[src/sv/sira_pkg.sv]
// shared constants, types and the digit character function for the radix converter
package sira_pkg;

  localparam int VALUE_WIDTH_DEFAULT = 32;
  localparam int BITS_PER_CYCLE      = 8;
  localparam int RADIX_W             = 6;
  localparam int REM_W               = RADIX_W + 1;
  localparam int CHAR_W              = 8;

  localparam logic [RADIX_W-1:0] RADIX_MIN  = 6'd2;
  localparam logic [RADIX_W-1:0] RADIX_MAX  = 6'd35;
  localparam logic [CHAR_W-1:0]  MINUS_CODE = 8'h2D;
  localparam logic [CHAR_W-1:0]  BAD_CODE   = 8'h00;
  localparam logic [CHAR_W-1:0]  ZERO_CODE  = 8'h30;
  localparam logic [CHAR_W-1:0]  ALPHA_CODE = 8'h41;
  localparam logic [RADIX_W-1:0] DEC_DIGITS = 6'd10;

  typedef enum logic [2:0] {
    ST_IDLE,
    ST_DIV,
    ST_SIGN,
    ST_FETCH,
    ST_LOAD,
    ST_BAD
  } state_t;

  // ascii for one digit value, 0..9 then A..Y
  function automatic logic [CHAR_W-1:0] digit_char(input logic [RADIX_W-1:0] d);
    logic [CHAR_W-1:0] code;
    if (d < DEC_DIGITS) begin
      code = ZERO_CODE + {2'b00, d};
    end else begin
      code = ALPHA_CODE + {2'b00, d - DEC_DIGITS};
    end
    return code;
  endfunction

endpackage

[src/sv/sira_ram.sv]
// generic single-write, single-read ram with registered read data
module sira_ram #(
  parameter int WIDTH = 6,
  parameter int DEPTH = 32
) (
  input  logic                     clk,
  input  logic                     we,
  input  logic [$clog2(DEPTH)-1:0] waddr,
  input  logic [WIDTH-1:0]         wdata,
  input  logic [$clog2(DEPTH)-1:0] raddr,
  output logic [WIDTH-1:0]         rdata
);

  logic [WIDTH-1:0] mem [DEPTH];

  always_ff @(posedge clk) begin
    if (we) begin
      mem[waddr] <= wdata;
    end
    rdata <= mem[raddr];
  end

endmodule

[src/sv/sira_div.sv]
// iterative restoring divider by a small radix, BITS_PER_CYCLE quotient bits per cycle
module sira_div #(
  parameter int VALUE_WIDTH = sira_pkg::VALUE_WIDTH_DEFAULT
) (
  input  logic                         clk,
  input  logic                         rst,
  input  logic                         start,
  input  logic [VALUE_WIDTH-1:0]       dividend,
  input  logic [sira_pkg::RADIX_W-1:0] divisor,
  output logic                         done,
  output logic [VALUE_WIDTH-1:0]       quotient,
  output logic [sira_pkg::RADIX_W-1:0] remainder
);
  import sira_pkg::*;

  localparam int PAD_W  = ((VALUE_WIDTH + BITS_PER_CYCLE - 1) / BITS_PER_CYCLE)
                          * BITS_PER_CYCLE;
  localparam int CYCLES = PAD_W / BITS_PER_CYCLE;
  localparam int CNT_W  = $clog2(CYCLES + 1);

  logic [PAD_W-1:0]   work, work_next;
  logic [REM_W-1:0]   rem, rem_next;
  logic [RADIX_W-1:0] dvs;
  logic [CNT_W-1:0]   cnt;

  // one group of shift/compare/subtract steps
  always_comb begin
    logic [PAD_W-1:0] w;
    logic [REM_W-1:0] r;
    w = work;
    r = rem;
    for (int i = 0; i < BITS_PER_CYCLE; i++) begin
      r = {r[REM_W-2:0], w[PAD_W-1]};
      w = {w[PAD_W-2:0], 1'b0};
      if (r >= {1'b0, dvs}) begin
        r    = r - {1'b0, dvs};
        w[0] = 1'b1;
      end
    end
    work_next = w;
    rem_next  = r;
  end

  always_ff @(posedge clk) begin
    if (rst) begin
      cnt  <= '0;
      done <= 1'b0;
    end else begin
      done <= 1'b0;
      if (start) begin
        cnt <= CNT_W'(CYCLES);
      end else if (cnt != '0) begin
        cnt <= cnt - 1'b1;
        if (cnt == CNT_W'(1)) begin
          done <= 1'b1;
        end
      end
    end
  end

  always_ff @(posedge clk) begin
    if (start) begin
      work <= PAD_W'(dividend);
      rem  <= '0;
      dvs  <= divisor;
    end else if (cnt != '0) begin
      work <= work_next;
      rem  <= rem_next;
    end
  end

  assign quotient  = work[VALUE_WIDTH-1:0];
  assign remainder = rem[RADIX_W-1:0];

endmodule

[src/sv/signed_integer_to_radix_ascii.sv]
// top level: signed integer to ascii text in radix 2..35
//
//  channel  | handshake          | payload
//  ---------+--------------------+--------------------------------
//  input    | in_valid/in_stall  | number, radix
//  output   | out_valid/out_stall| char_code, last, bad_radix
//
// each digit is one division in the shared divider, 8 quotient bits per cycle, and the
// next division starts when one finishes; each digit character then goes through
// the digit ram read (ST_FETCH, ST_LOAD), the minus sign straight from ST_SIGN.
// a bad radix gives a single character with last and bad_radix set.
// synchronous reset returns the sequencer to idle with no pending transfer.
// in_stall is high while a conversion runs; out_stall only holds the sequencer.
module signed_integer_to_radix_ascii #(
  parameter int VALUE_WIDTH = sira_pkg::VALUE_WIDTH_DEFAULT
) (
  input  logic                         clk,
  input  logic                         rst,
  input  logic                         in_valid,
  output logic                         in_stall,
  input  logic signed [VALUE_WIDTH-1:0] number,
  input  logic [sira_pkg::RADIX_W-1:0] radix,
  output logic                         out_valid,
  input  logic                         out_stall,
  output logic [sira_pkg::CHAR_W-1:0]  char_code,
  output logic                         last,
  output logic                         bad_radix
);
  import sira_pkg::*;

  localparam int AW  = $clog2(VALUE_WIDTH);
  localparam int IDX_W = $clog2(VALUE_WIDTH + 1);

  state_t state, state_next;

  logic                   in_xfer, radix_ok, out_free;
  logic                   negative_flag;
  logic [VALUE_WIDTH-1:0] magnitude;
  logic [IDX_W-1:0]       digit_count, rd_idx;

  logic                   div_start, div_done;
  logic [VALUE_WIDTH-1:0] div_dividend, div_quotient;
  logic [RADIX_W-1:0]     div_remainder, digit_radix, div_divisor;
  logic                   div_final;

  logic [RADIX_W-1:0]     digit_rdata;
  logic [AW-1:0]          rd_addr;

  logic                   out_load, out_last_next, out_bad_next;
  logic [CHAR_W-1:0]      out_code_next;

  assign in_stall  = (state != ST_IDLE);
  assign in_xfer   = in_valid && !in_stall;
  assign radix_ok  = (radix >= RADIX_MIN) && (radix <= RADIX_MAX);
  assign out_free  = !out_valid || !out_stall;
  assign magnitude = number[VALUE_WIDTH-1] ? (VALUE_WIDTH'(0) - VALUE_WIDTH'(number))
                                           : VALUE_WIDTH'(number);
  assign div_final = div_done && (div_quotient == '0);
  assign rd_addr   = AW'(rd_idx - 1'b1);

  sira_div #(.VALUE_WIDTH(VALUE_WIDTH)) u_div (
    .clk       (clk),
    .rst       (rst),
    .start     (div_start),
    .dividend  (div_dividend),
    .divisor   (div_divisor),
    .done      (div_done),
    .quotient  (div_quotient),
    .remainder (div_remainder)
  );

  sira_ram #(.WIDTH(RADIX_W), .DEPTH(VALUE_WIDTH)) u_digit_store (
    .clk   (clk),
    .we    (div_done),
    .waddr (digit_count[AW-1:0]),
    .wdata (div_remainder),
    .raddr (rd_addr),
    .rdata (digit_rdata)
  );

  // next state
  always_comb begin
    state_next = state;
    unique case (state)
      ST_IDLE: begin
        if (in_xfer) begin
          state_next = radix_ok ? ST_DIV : ST_BAD;
        end
      end
      ST_DIV: begin
        if (div_final) begin
          state_next = negative_flag ? ST_SIGN : ST_FETCH;
        end
      end
      ST_SIGN: begin
        if (out_free) begin
          state_next = ST_FETCH;
        end
      end
      ST_FETCH: begin
        state_next = ST_LOAD;
      end
      ST_LOAD: begin
        if (out_free) begin
          state_next = (rd_idx == IDX_W'(1)) ? ST_IDLE : ST_FETCH;
        end
      end
      ST_BAD: begin
        if (out_free) begin
          state_next = ST_IDLE;
        end
      end
      default: begin
        state_next = ST_IDLE;
      end
    endcase
  end

  // outputs of the sequencer
  always_comb begin
    div_start     = 1'b0;
    div_dividend  = magnitude;
    div_divisor   = digit_radix;
    out_load      = 1'b0;
    out_code_next = BAD_CODE;
    out_last_next = 1'b0;
    out_bad_next  = 1'b0;
    unique case (state)
      ST_IDLE: begin
        // first division starts on the accepting edge, before digit_radix is loaded
        div_start   = in_xfer && radix_ok;
        div_divisor = radix;
      end
      ST_DIV: begin
        div_start    = div_done && !div_final;
        div_dividend = div_quotient;
      end
      ST_SIGN: begin
        out_load      = out_free;
        out_code_next = MINUS_CODE;
      end
      ST_LOAD: begin
        out_load      = out_free;
        out_code_next = digit_char(digit_rdata);
        out_last_next = (rd_idx == IDX_W'(1));
      end
      ST_BAD: begin
        out_load      = out_free;
        out_last_next = 1'b1;
        out_bad_next  = 1'b1;
      end
      default: begin
        div_start = 1'b0;
      end
    endcase
  end

  always_ff @(posedge clk) begin
    if (rst) begin
      state         <= ST_IDLE;
      out_valid     <= 1'b0;
      digit_count   <= '0;
      negative_flag <= 1'b0;
      rd_idx        <= '0;
    end else begin
      state <= state_next;
      if (out_load) begin
        out_valid <= 1'b1;
      end else if (!out_stall) begin
        out_valid <= 1'b0;
      end
      if (in_xfer && radix_ok) begin
        digit_count   <= '0;
        negative_flag <= number[VALUE_WIDTH-1];
      end else if (div_done) begin
        digit_count <= digit_count + 1'b1;
      end
      // read index starts at the digit count once the last digit lands
      if (div_final) begin
        rd_idx <= digit_count + 1'b1;
      end else if (state == ST_LOAD && out_free) begin
        rd_idx <= rd_idx - 1'b1;
      end
    end
  end

  always_ff @(posedge clk) begin
    if (rst) begin
      digit_radix <= RADIX_MIN;
    end else if (in_xfer) begin
      digit_radix <= radix;
    end
  end

  always_ff @(posedge clk) begin
    if (out_load) begin
      char_code <= out_code_next;
      last      <= out_last_next;
      bad_radix <= out_bad_next;
    end
  end

  a_count_bound: assert property (@(posedge clk) disable iff (rst)
    digit_count <= IDX_W'(VALUE_WIDTH))
    else $error("digit count beyond value width");

  a_last_to_idle: assert property (@(posedge clk) disable iff (rst)
    (out_load && out_last_next) |=> (state == ST_IDLE))
    else $error("last character loaded without returning to idle");

  a_done_in_div: assert property (@(posedge clk) disable iff (rst)
    div_done |-> (state == ST_DIV))
    else $error("divider finished outside the divide phase");

  a_load_index: assert property (@(posedge clk) disable iff (rst)
    (state == ST_LOAD) |-> (rd_idx != '0) && (rd_idx <= digit_count))
    else $error("digit read index out of range");

  a_no_start_busy: assert property (@(posedge clk) disable iff (rst)
    in_xfer |-> (state == ST_IDLE) && $past(state_next == ST_IDLE))
    else $error("input transfer while a conversion runs");

endmodule
[config.mk]
export PLATFORM = sky130hd
export DESIGN_NAME = signed_integer_to_radix_ascii
export DESIGN_NICKNAME = d
export VERILOG_FILES = /design/src/sv/sira_pkg.sv /design/src/sv/sira_ram.sv /design/src/sv/sira_div.sv /design/src/sv/signed_integer_to_radix_ascii.sv
export SDC_FILE = /design/constraint.sdc
export NUM_CORES = 1
export LEC_CHECK = 0
export ABC_AREA = 0
export BUFFER_PORTS_ARGS = -buffer_cell sky130_fd_sc_hd__buf_2
export CAP_MARGIN = 25
export CORE_MARGIN = 2
export CORE_UTILIZATION = 51
export DETAILED_ROUTE_END_ITERATION = 10
export GPL_ROUTABILITY_DRIVEN = 0
export HOLD_SLACK_MARGIN = 0.15
export PLACE_DENSITY_LB_ADDON = 0.12
export SLEW_MARGIN = 10
export SYNTH_ARGS = -nofsm -noshare
export SYNTH_HDL_FRONTEND = slang
export SYNTH_SLANG_ARGS = --single-unit
export TNS_END_PERCENT = 50
[constraint.sdc]
create_clock -name clk -period 32 [get_ports clk]
set_input_delay 6.4 -clock clk [delete_from_list [all_inputs] [get_ports clk]]
set_output_delay 6.4 -clock clk [all_outputs]
set_load 0.02 [all_outputs]
==> flow_metrics.env, run 1 <==
export IMPL_status="complete, no violations"
export IMPL_grt_first_pass_wirelength_um=52100
export IMPL_tns_ns=0
export IMPL_pre_cts_slack_ns=13.86
export IMPL_die_area_um2=30400
export IMPL_ys_ff_latch=279
export IMPL_grt_max_degree=52
export IMPL_synth_top_flop_cell="edfxtp_1"
export IMPL_clk_pin_slew_ns=0.06
export IMPL_antenna_found_initial=0
export IMPL_path_class="register to register"
export IMPL_syn_area_per_cell_um2=12.7
export IMPL_dp_hpwl_um=23000
export IMPL_finalNetCount=1342
export IMPL_cts_made_buffers=30
export IMPL_cp_start_kind="register"
export IMPL_min_period_ns=18.19
export IMPL_timing_final_ws_setup_ns=13.81
export IMPL_cp_slowest_cell="edfxtp_1"
export IMPL_core_area_um2=28600
export IMPL_grt_ovfl_total=0
export IMPL_grt_total_usage=0.218
export IMPL_cts_buffer_depth=3
export IMPL_setup_violations=0
export IMPL_initial_core_util=0.517
export IMPL_whs_ns=0.454
export IMPL_async_flop_share=0
export IMPL_rsz0062_at_grt="no"
export IMPL_portBuffers=53
export IMPL_first_iter_violations=689
export IMPL_drc_errors=0
export IMPL_syn_area_um2=14800
export IMPL_synthDistinctLibCells=75
export IMPL_synthAdderAreaFrac=0.0632
export IMPL_synth_area_leaders="edfxtp_1 49%, mux4_2 9.1%, dfxtp_1 5.3%"
export IMPL_critical_path_top_delay_family="compound AO/OA/AOI/OAI gates"
export IMPL_finalHoldViolations=0
export IMPL_crit_path_frequent_cell="ha_1"
export IMPL_crit_path_max_incr_delay_ns=0.68
export IMPL_cts_sinks=279
export IMPL_synth_edf_count=240
export IMPL_synth_area_leader_cell="edfxtp_1"
export IMPL_syn_inst=1169
export IMPL_die_h_um=174
export IMPL_cp_max_fo=19
export IMPL_hold_class="register to register"
export IMPL_critPathBufInv=7
export IMPL_synth_xor_area_frac=0.0461
export IMPL_syn_num_nets=1281
export IMPL_r2r_setup_slack_ns=13.81
export IMPL_max_slew_margin=0.479
export IMPL_ant_nets=0
export IMPL_slew_violations=0
export IMPL_antenna_cells=0
export IMPL_grt_pass1_vias=9497
export IMPL_syn2layout_area_growth_pct=11.4
export IMPL_fin_crit_sh=0.569
export IMPL_first_pass_iters=5
export IMPL_worst_slew_pin_slew_ns=0.781
export IMPL_synth_top_family_by_area="multiplexers"
export IMPL_num_rows=62
export IMPL_cts_setup_buffers=0
export IMPL_fin_skew_ns=0.0311
export IMPL_max_freq_mhz=55.0
export IMPL_worstSkewPairLatency_ns=0.55
export IMPL_drv_cap=0
export IMPL_n_fill_cell=2303
export IMPL_cts_tree="yes"
export IMPL_ctsRootBufferMaster="clkbuf_16"
export IMPL_yosys_area_share_simple=0.102
export IMPL_cts_resized=0
export IMPL_yosys_warnings=0
export IMPL_end_kind="register"
export IMPL_synth_compound_area_frac=0.105
export IMPL_drive_above_1_share=0.179
export IMPL_hold_buffers=0
export IMPL_cp_arrival_ns=18.63
export IMPL_worstPathRequired_ns=32.43
export IMPL_routed_wirelength_um=32500
export IMPL_synth_mux_area_frac=0.116
export IMPL_viasPerCell=5.79
export IMPL_htree_levels=1
export IMPL_avgRoutedWirePerCell_um=19.8
export IMPL_die_w_um=174
export IMPL_synth_sequential_area_ratio=0.539
export IMPL_synth_top_area_frac=0.487
export IMPL_vias=9481
export IMPL_ioPinCount=54
==> stage by stage <==
| stage | instances | instance area, um2 | util |
|---|---|---|---|
| floorplan | 1169 | 14800 | - |
| global placement | 1578 | 15500 | 0.542 |
| detailed placement | 1580 | 15500 | 0.542 |
| CTS | 1635 | 16500 | 0.576 |
| global route | 1637 | 16500 | 0.577 |
| finish | 1637 | 16500 | 0.577 |
==> synthesized netlist by cell type, drive strengths merged (7+ instances only) <==
cell type,number
edfxtp,240
nand2,97
nor2,92
ha,62
o21ai,62
inv,61
mux4,60
a21oi,53
dfxtp,39
xnor2,39
xor2,39
clkbuf,33
mux2,22
a211oi,21
a21o,20
nor3,19
nor2b,16
or3,14
mux2i,12
o31ai,12
buf,10
nand2b,10
nand3,10
nor4,10
fa,8
nand4,8
and3,7
==> logic make-up (layout without fill, tap and decap cells) <==
group                      after synthesis  in the layout
xor gates and xnor gates                78             78
DFF                                    279            279
AOI/OAI and AO/OA                      228            228
buffers and inverters                  104            188
muxes                                   94             94
adders and majority gates               70             70
and+or+nand+nor                        316            316
==> per-layer routing <==
metal / part of all wire / wire, um / track usage / up-vias
met2: 0.50 / 16300 / 0.375 / 230
met5: 0 / 0 / 0 / -
met1: 0.43 / 13900 / 0.291 / 4627
li1: - / - / - / 4565
met4: 0.030 / 983 / 0.0739 / 0
met3: 0.039 / 1260 / 0.0203 / 59
==> worst register-to-register path, delay by kind of cell (launching register included) <==
family                     cells  cell delay (ns)
AOI/OAI and AO/OA             38             8.85
and+or+nand+nor               17             3.75
adders and majority gates      8             2.43
muxes                          3             1.24
buffers and inverters          7             1.19
DFF                            1             0.68
==> placed cells by master (no fill, tap or decap), types with 21 or more instances in the layout <==
master       n
nand2_1     96
mux4_2      60
a211oi_1    21
xor2_1      39
nor2_1      91
inv_1       61
o21ai_0     60
dfxtp_1     38
a21oi_1     52
xnor2_1     38
ha_1        61
buf_2       54
edfxtp_1   240
mux2_2      21
clkbuf_16   30
==> path summary, 6_finish.rpt <==
kind                   from              to  depth (start not counted)
max            u_div.dvs[1]    u_div.rem[1]                         73
min          digit_radix[4]  digit_radix[4]                          2
max reg2reg    u_div.dvs[1]    u_div.rem[1]                         73
min reg2reg  digit_radix[4]  digit_radix[4]                          2
==> final cells by class <==
cell class                      count  area, um2  area share
Sequential cell                   279       7990       0.484
Inverter                           61        229      0.0139
Tap cell                          384        480      0.0291
Multi-Input combinational cell    786       6430       0.389
Timing Repair Buffer               72        422      0.0255
Clock inverter                     15        140     0.00849
Clock buffer                       40        818      0.0496
==> sequential cells by signal, summed over array words and instances (netlist names), 6 cells and up <==
register             flops
u_div.dvs                6
rd_idx                   6
u_div.quotient          32
u_div.rem                6
u_digit_store.rdata      6
digit_radix              6
char_code                8
u_digit_store.mem      192
digit_count              6
Power of run 1 is left out: the tool's default activity adds up to more than one toggle a clock period on the data nets, which glitch-free logic cannot reach.
==> run 2, diff against run 1 <==
- ABC_AREA: 0 -> 1
- clock period: 32 -> 15.8 ns (I/O delays scaled with it)
==> flow_metrics.env, run 2 <==
export IMPL_die_area_um2=30900
export IMPL_max_slew_margin=0.367
export IMPL_largest_reg_flops=192
export IMPL_drive_above_1_share=0.0883
export IMPL_min_period_ns=14.12
export IMPL_cts_resized=0
export IMPL_synth_area_leaders="edfxtp_1 48%, nand2_1 6.3%, nor2_1 5.7%"
export IMPL_ctsRootBufferMaster="clkbuf_16"
export IMPL_post_route_util=0.577
export IMPL_finalNetCount=1719
export IMPL_final_cell_mix="252 x nand2_1, 240 x edfxtp_1, 230 x nor2_1"
export IMPL_routed_wirelength_um=35800
export IMPL_status="complete, no violations"
export IMPL_yosys_area_share_simple=0.185
export IMPL_cp_arrival_ns=14.54
export IMPL_ioPinCount=54
export IMPL_cp_max_fo=10
export IMPL_regMostFlops="u_digit_store.mem"
export IMPL_crit_path_frequent_cell="nand2_1"
export IMPL_cts_sinks=279
export IMPL_synth_area_leader_cell="edfxtp_1"
export IMPL_syn_num_nets=1672
export IMPL_synth_top_area_frac=0.479
export IMPL_fin_cells=2014
export IMPL_cts_tree="yes"
export IMPL_clk_pin_slew_ns=0.07
export IMPL_first_pass_iters=5
export IMPL_synthDistinctLibCells=53
export IMPL_fin_skew_ns=0.0190
export IMPL_synth_top_flop_cell="edfxtp_1"
export IMPL_first_iter_violations=1021
export IMPL_cp_slowest_cell="edfxtp_1"
export IMPL_hold_class="register to register"
export IMPL_die_w_um=176
export IMPL_syn_inst=1560
export IMPL_synth_most_common_cell="nand2_1"
export IMPL_end_kind="register"
export IMPL_portBuffers=53
export IMPL_critPathBufInv=13
export IMPL_cts_setup_buffers=0
export IMPL_worstPathRequired_ns=16.23
export IMPL_worstRegToRegCells=83
export IMPL_fin_crit_sh=0.893
export IMPL_die_h_um=176
export IMPL_grt_total_usage=0.231
export IMPL_cp_start_kind="register"
export IMPL_cts_buffer_depth=3
export IMPL_initial_core_util=0.522
export IMPL_syn_area_per_cell_um2=9.65
export IMPL_grt_first_pass_wirelength_um=56600
export IMPL_core_area_um2=28900
export IMPL_final_common_cell="nand2_1"
export IMPL_antenna_cells=0
export IMPL_hold_buffers=0
export IMPL_antenna_found_initial=0
export IMPL_ys_ff_latch=279
export IMPL_grt_max_degree=98
export IMPL_synth_sequential_area_ratio=0.531
export IMPL_synthAdderAreaFrac=0.0622
export IMPL_syn_area_um2=15100
export IMPL_synth_xor_area_frac=0.0396
export IMPL_crit_path_max_incr_delay_ns=0.64
export IMPL_tns_ns=0
export IMPL_vias=11300
export IMPL_syn2layout_area_growth_pct=10.7
export IMPL_drc_errors=0
export IMPL_drv_cap=0
export IMPL_avgRoutedWirePerCell_um=17.8
export IMPL_yosys_warnings=0
export IMPL_num_rows=62
export IMPL_grt_ovfl_total=0
export IMPL_synth_mux_area_frac=0.0133
export IMPL_synth_compound_area_frac=0.118
export IMPL_dp_hpwl_um=24200
export IMPL_cts_made_buffers=29
export IMPL_synth_top_family_by_area="simple AND/OR/NAND/NOR gates"
export IMPL_viasPerCell=5.62
export IMPL_ant_nets=0
export IMPL_place_inst=1959
export IMPL_path_class="register to register"
export IMPL_max_freq_mhz=70.8
export IMPL_n_fill_cell=2535
export IMPL_worst_slew_pin_slew_ns=0.950
export IMPL_htree_levels=1
export IMPL_setup_violations=0
export IMPL_grt_pass1_vias=10700
export IMPL_synthTopCellsByCount="252 x nand2_1, 240 x edfxtp_1, 230 x nor2_1"
export IMPL_finalHoldViolations=0
export IMPL_synth_edf_count=240
export IMPL_async_flop_share=0
export IMPL_worstSkewPairLatency_ns=0.55
export IMPL_critical_path_top_delay_family="simple AND/OR/NAND/NOR gates"
export IMPL_rsz0062_at_grt="no"
export IMPL_crit_cells=83
export IMPL_min_path_cells=2
export IMPL_slew_violations=0
## run 2: changes by cell type after synthesis, sizes merged, moves of 16 or more
| cell | change |
|---|---|
| a211oi | -20 |
| a21o | -18 |
| inv | +88 |
| mux2 | -22 |
| mux4 | -60 |
| nand2 | +165 |
| nand3 | +62 |
| nand4 | +16 |
| nor2 | +145 |
| nor2b | -16 |
| o211ai | +16 |
| o21ai | +67 |
| o221ai | +17 |
| o32ai | +29 |
## run 2: cells by family (layout without fill, tap and decap cells)
kind of cell | after synthesis | count (layout)
buffers and inverters | 205 | 275
XOR/XNOR | 68 | 68
multiplexers | 20 | 20
flip-flops | 279 | 279
adder cells (fa/ha/maj) | 70 | 70
AO/OA/AOI/OAI | 289 | 289
AND/OR/NAND/NOR | 629 | 629
## run 2: cell type report
cell class | instances | area [um2] | share of cell area
Inverter | 153 | 574 | 0.0345
Tap cell | 384 | 480 | 0.0288
Clock inverter | 18 | 189 | 0.0113
Sequential cell | 279 | 7990 | 0.480
Multi-Input combinational cell | 1076 | 6300 | 0.378
Timing Repair Buffer | 68 | 378 | 0.0227
Clock buffer | 36 | 752 | 0.0451
## run 2: through the flow
step	hold WS [ns]	instance area, um2	setup WS (ns)
2_1_floorplan	0.425	15100	3.61
3_3_place_gp	0.435	15700	2.45
3_5_place_dp	0.444	15700	1.89
4_1_cts	0.454	16700	1.81
5_1_grt	0.481	16700	0.297
6_report	0.451	16700	1.68
## run 2: routing by layer
layer  vias up  track usage  share of wire
met2       319        0.412           0.50
met1      5385        0.303           0.43
met5         -            0              0
met4         0       0.0558          0.020
li1       5555            -              -
met3        57       0.0253          0.051
## run 2: path summary, 6_finish.rpt
path,startpoint,endpoint,slack (ns)
max,u_div.dvs[1],u_div.rem[3],1.68
min,digit_radix[2],digit_radix[2],0.45
max reg2reg,u_div.dvs[1],u_div.rem[3],1.68
min reg2reg,digit_radix[2],digit_radix[2],0.45
## run 2: tightest hold or removal path: cells and delay by family (launching register included)
family                 cells  cell delay, ns
buffers and inverters      1            0.05
AOI/OAI and AO/OA          1            0.05
DFF                        1            0.30
Power of run 2 is left out for the same reason.
==> run 3, diff against run 2 <==
- ABC_AREA: 1 -> not set
==> flow_metrics.env, run 3 (synthesized netlist as in run 1, its figures left out) <==
export IMPL_r2r_setup_slack_ns=0.87
export IMPL_slew_violations=0
export IMPL_timing_final_ws_setup_ns=0.865
export IMPL_hold_buffers=0
export IMPL_drv_cap=0
export IMPL_ant_nets=0
export IMPL_fin_skew_ns=0.0301
export IMPL_cp_start_kind="register"
export IMPL_grt_max_degree=52
export IMPL_drive_above_1_share=0.225
export IMPL_grt_pass1_vias=9552
export IMPL_tns_ns=0
export IMPL_num_rows=62
export IMPL_crit_path_max_incr_delay_ns=0.41
export IMPL_die_area_um2=30400
export IMPL_die_h_um=174
export IMPL_first_pass_iters=5
export IMPL_cts_made_buffers=27
export IMPL_fin_cells=1670
export IMPL_syn2layout_area_growth_pct=14.0
export IMPL_ioPinCount=54
export IMPL_cp_arrival_ns=15.36
export IMPL_worst_slew_pin_slew_ns=0.823
export IMPL_status="complete, no violations"
export IMPL_startpoint="u_div.dvs[4]"
export IMPL_whs_ns=0.454
export IMPL_cp_slowest_cell="or3_4"
export IMPL_setup_violations=0
export IMPL_end_kind="register"
export IMPL_worstPathRequired_ns=16.23
export IMPL_cts_tree="yes"
export IMPL_first_iter_violations=696
export IMPL_cts_buffer_depth=3
export IMPL_antenna_cells=0
export IMPL_max_slew_margin=0.450
export IMPL_antenna_found_initial=0
export IMPL_r2r_start="u_div.dvs[4]"
export IMPL_min_period_ns=14.93
export IMPL_largest_reg_flops=192
export IMPL_max_freq_mhz=67.0
export IMPL_place_inst=1599
export IMPL_drc_errors=0
export IMPL_cp_max_fo=8
export IMPL_finalNetCount=1378
export IMPL_fin_crit_sh=0.945
export IMPL_hold_class="register to register"
export IMPL_core_area_um2=28600
export IMPL_initial_core_util=0.517
export IMPL_endpoint="u_div.rem[1]"
export IMPL_htree_levels=1
export IMPL_cts_sinks=279
export IMPL_final_cell_mix="240 x edfxtp_1, 95 x nand2_1, 91 x nor2_1"
export IMPL_final_common_cell="edfxtp_1"
export IMPL_r2r_end="u_div.rem[1]"
export IMPL_finalHoldViolations=0
export IMPL_dp_hpwl_um=23200
export IMPL_worstRegToRegCells=70
export IMPL_viasPerCell=5.71
export IMPL_ctsRootBufferMaster="clkbuf_16"
export IMPL_clk_pin_slew_ns=0.07
export IMPL_grt_ovfl_total=0
export IMPL_worstSkewPairLatency_ns=0.54
export IMPL_routed_wirelength_um=33000
export IMPL_pre_cts_slack_ns=-0.579
export IMPL_grt_total_usage=0.218
export IMPL_die_w_um=174
export IMPL_portBuffers=53
export IMPL_grt_first_pass_wirelength_um=52100
export IMPL_avgRoutedWirePerCell_um=19.8
export IMPL_vias=9542
export IMPL_crit_path_frequent_cell="ha_1"
export IMPL_regMostFlops="u_digit_store.mem"
export IMPL_path_class="register to register"
==> run 3: changes by cell type in the layout (fill, tap and decap cells not counted), moves of 19 or more <==
cell and delta:
buf_4 +41, inv_1 -89, mux2_2 +20, mux4_2 +60, nand2_1 -157, nand3_1 -53
nor2_1 -139, o21ai_0 -73, o221ai_1 -19, o32ai_1 -29
==> run 3: worst min path at each step <==
| stage | from | to | slack (ns) | cells after the start |
|---|---|---|---|---|
| 2_1_floorplan | digit_radix[0] | digit_radix[0] | 0.43 | 2 |
| 3_3_place_gp | digit_radix[5] | digit_radix[5] | 0.44 | 2 |
| 3_5_place_dp | digit_radix[4] | digit_radix[4] | 0.45 | 2 |
| 4_1_cts | digit_radix[4] | digit_radix[4] | 0.46 | 2 |
| 5_1_grt | digit_radix[4] | digit_radix[4] | 0.48 | 2 |
| 6_report | digit_radix[3] | digit_radix[3] | 0.45 | 2 |
==> run 3: cell type report <==
class                      instances  area [um2]
fill                            2298       11700
sequential                       279        8000
multi-input combinational        786        6590
timing repair buffer             111         718
clock buffer                      29         683
tap                              384         480
inverter                          61         229
clock inverter                    20         188
==> run 3: worst max-delay path, delay by kind of cell (launching register included) <==
kind / cells / cell delay, ns
AND/OR/NAND/NOR: 15 / 2.92
AO/OA/AOI/OAI: 34 / 6.77
multiplexers: 4 / 1.34
adder cells (fa/ha/maj): 8 / 2.32
flip-flops: 1 / 0.33
buffers and inverters: 9 / 1.14
==> run 3: routing by layer <==
| metal | vias to the layer above | routed length (um) | track usage |
|---|---|---|---|
| met3 | 46 | 1140 | 0.0227 |
| met4 | 0 | 827 | 0.0616 |
| li1 | 4644 | - | - |
| met1 | 4663 | 14500 | 0.293 |
| met2 | 189 | 16600 | 0.377 |
| met5 | - | 0 | 0 |
==> run 3: stage by stage <==
step           utilization  cell area (um2)
3_3_place_gp         0.547            15700
2_1_floorplan            -            14800
3_5_place_dp         0.547            15700
5_1_grt              0.590            16900
4_1_cts              0.579            16600
6_report             0.590            16900
==> run 3: repair_timing <==
| action | 4_1_cts | 5_1_grt |
|---|---|---|
| resized for setup | 7 | 29 |
| setup buffers | 1 | 18 |
| endpoints found under the setup margin | 7 | 7 |
| hold endpoints to repair | 0 | 0 |
| gates cloned | 0 | 0 |
| pin swaps | 0 | 14 |
Power of run 3 is left out for the same reason.
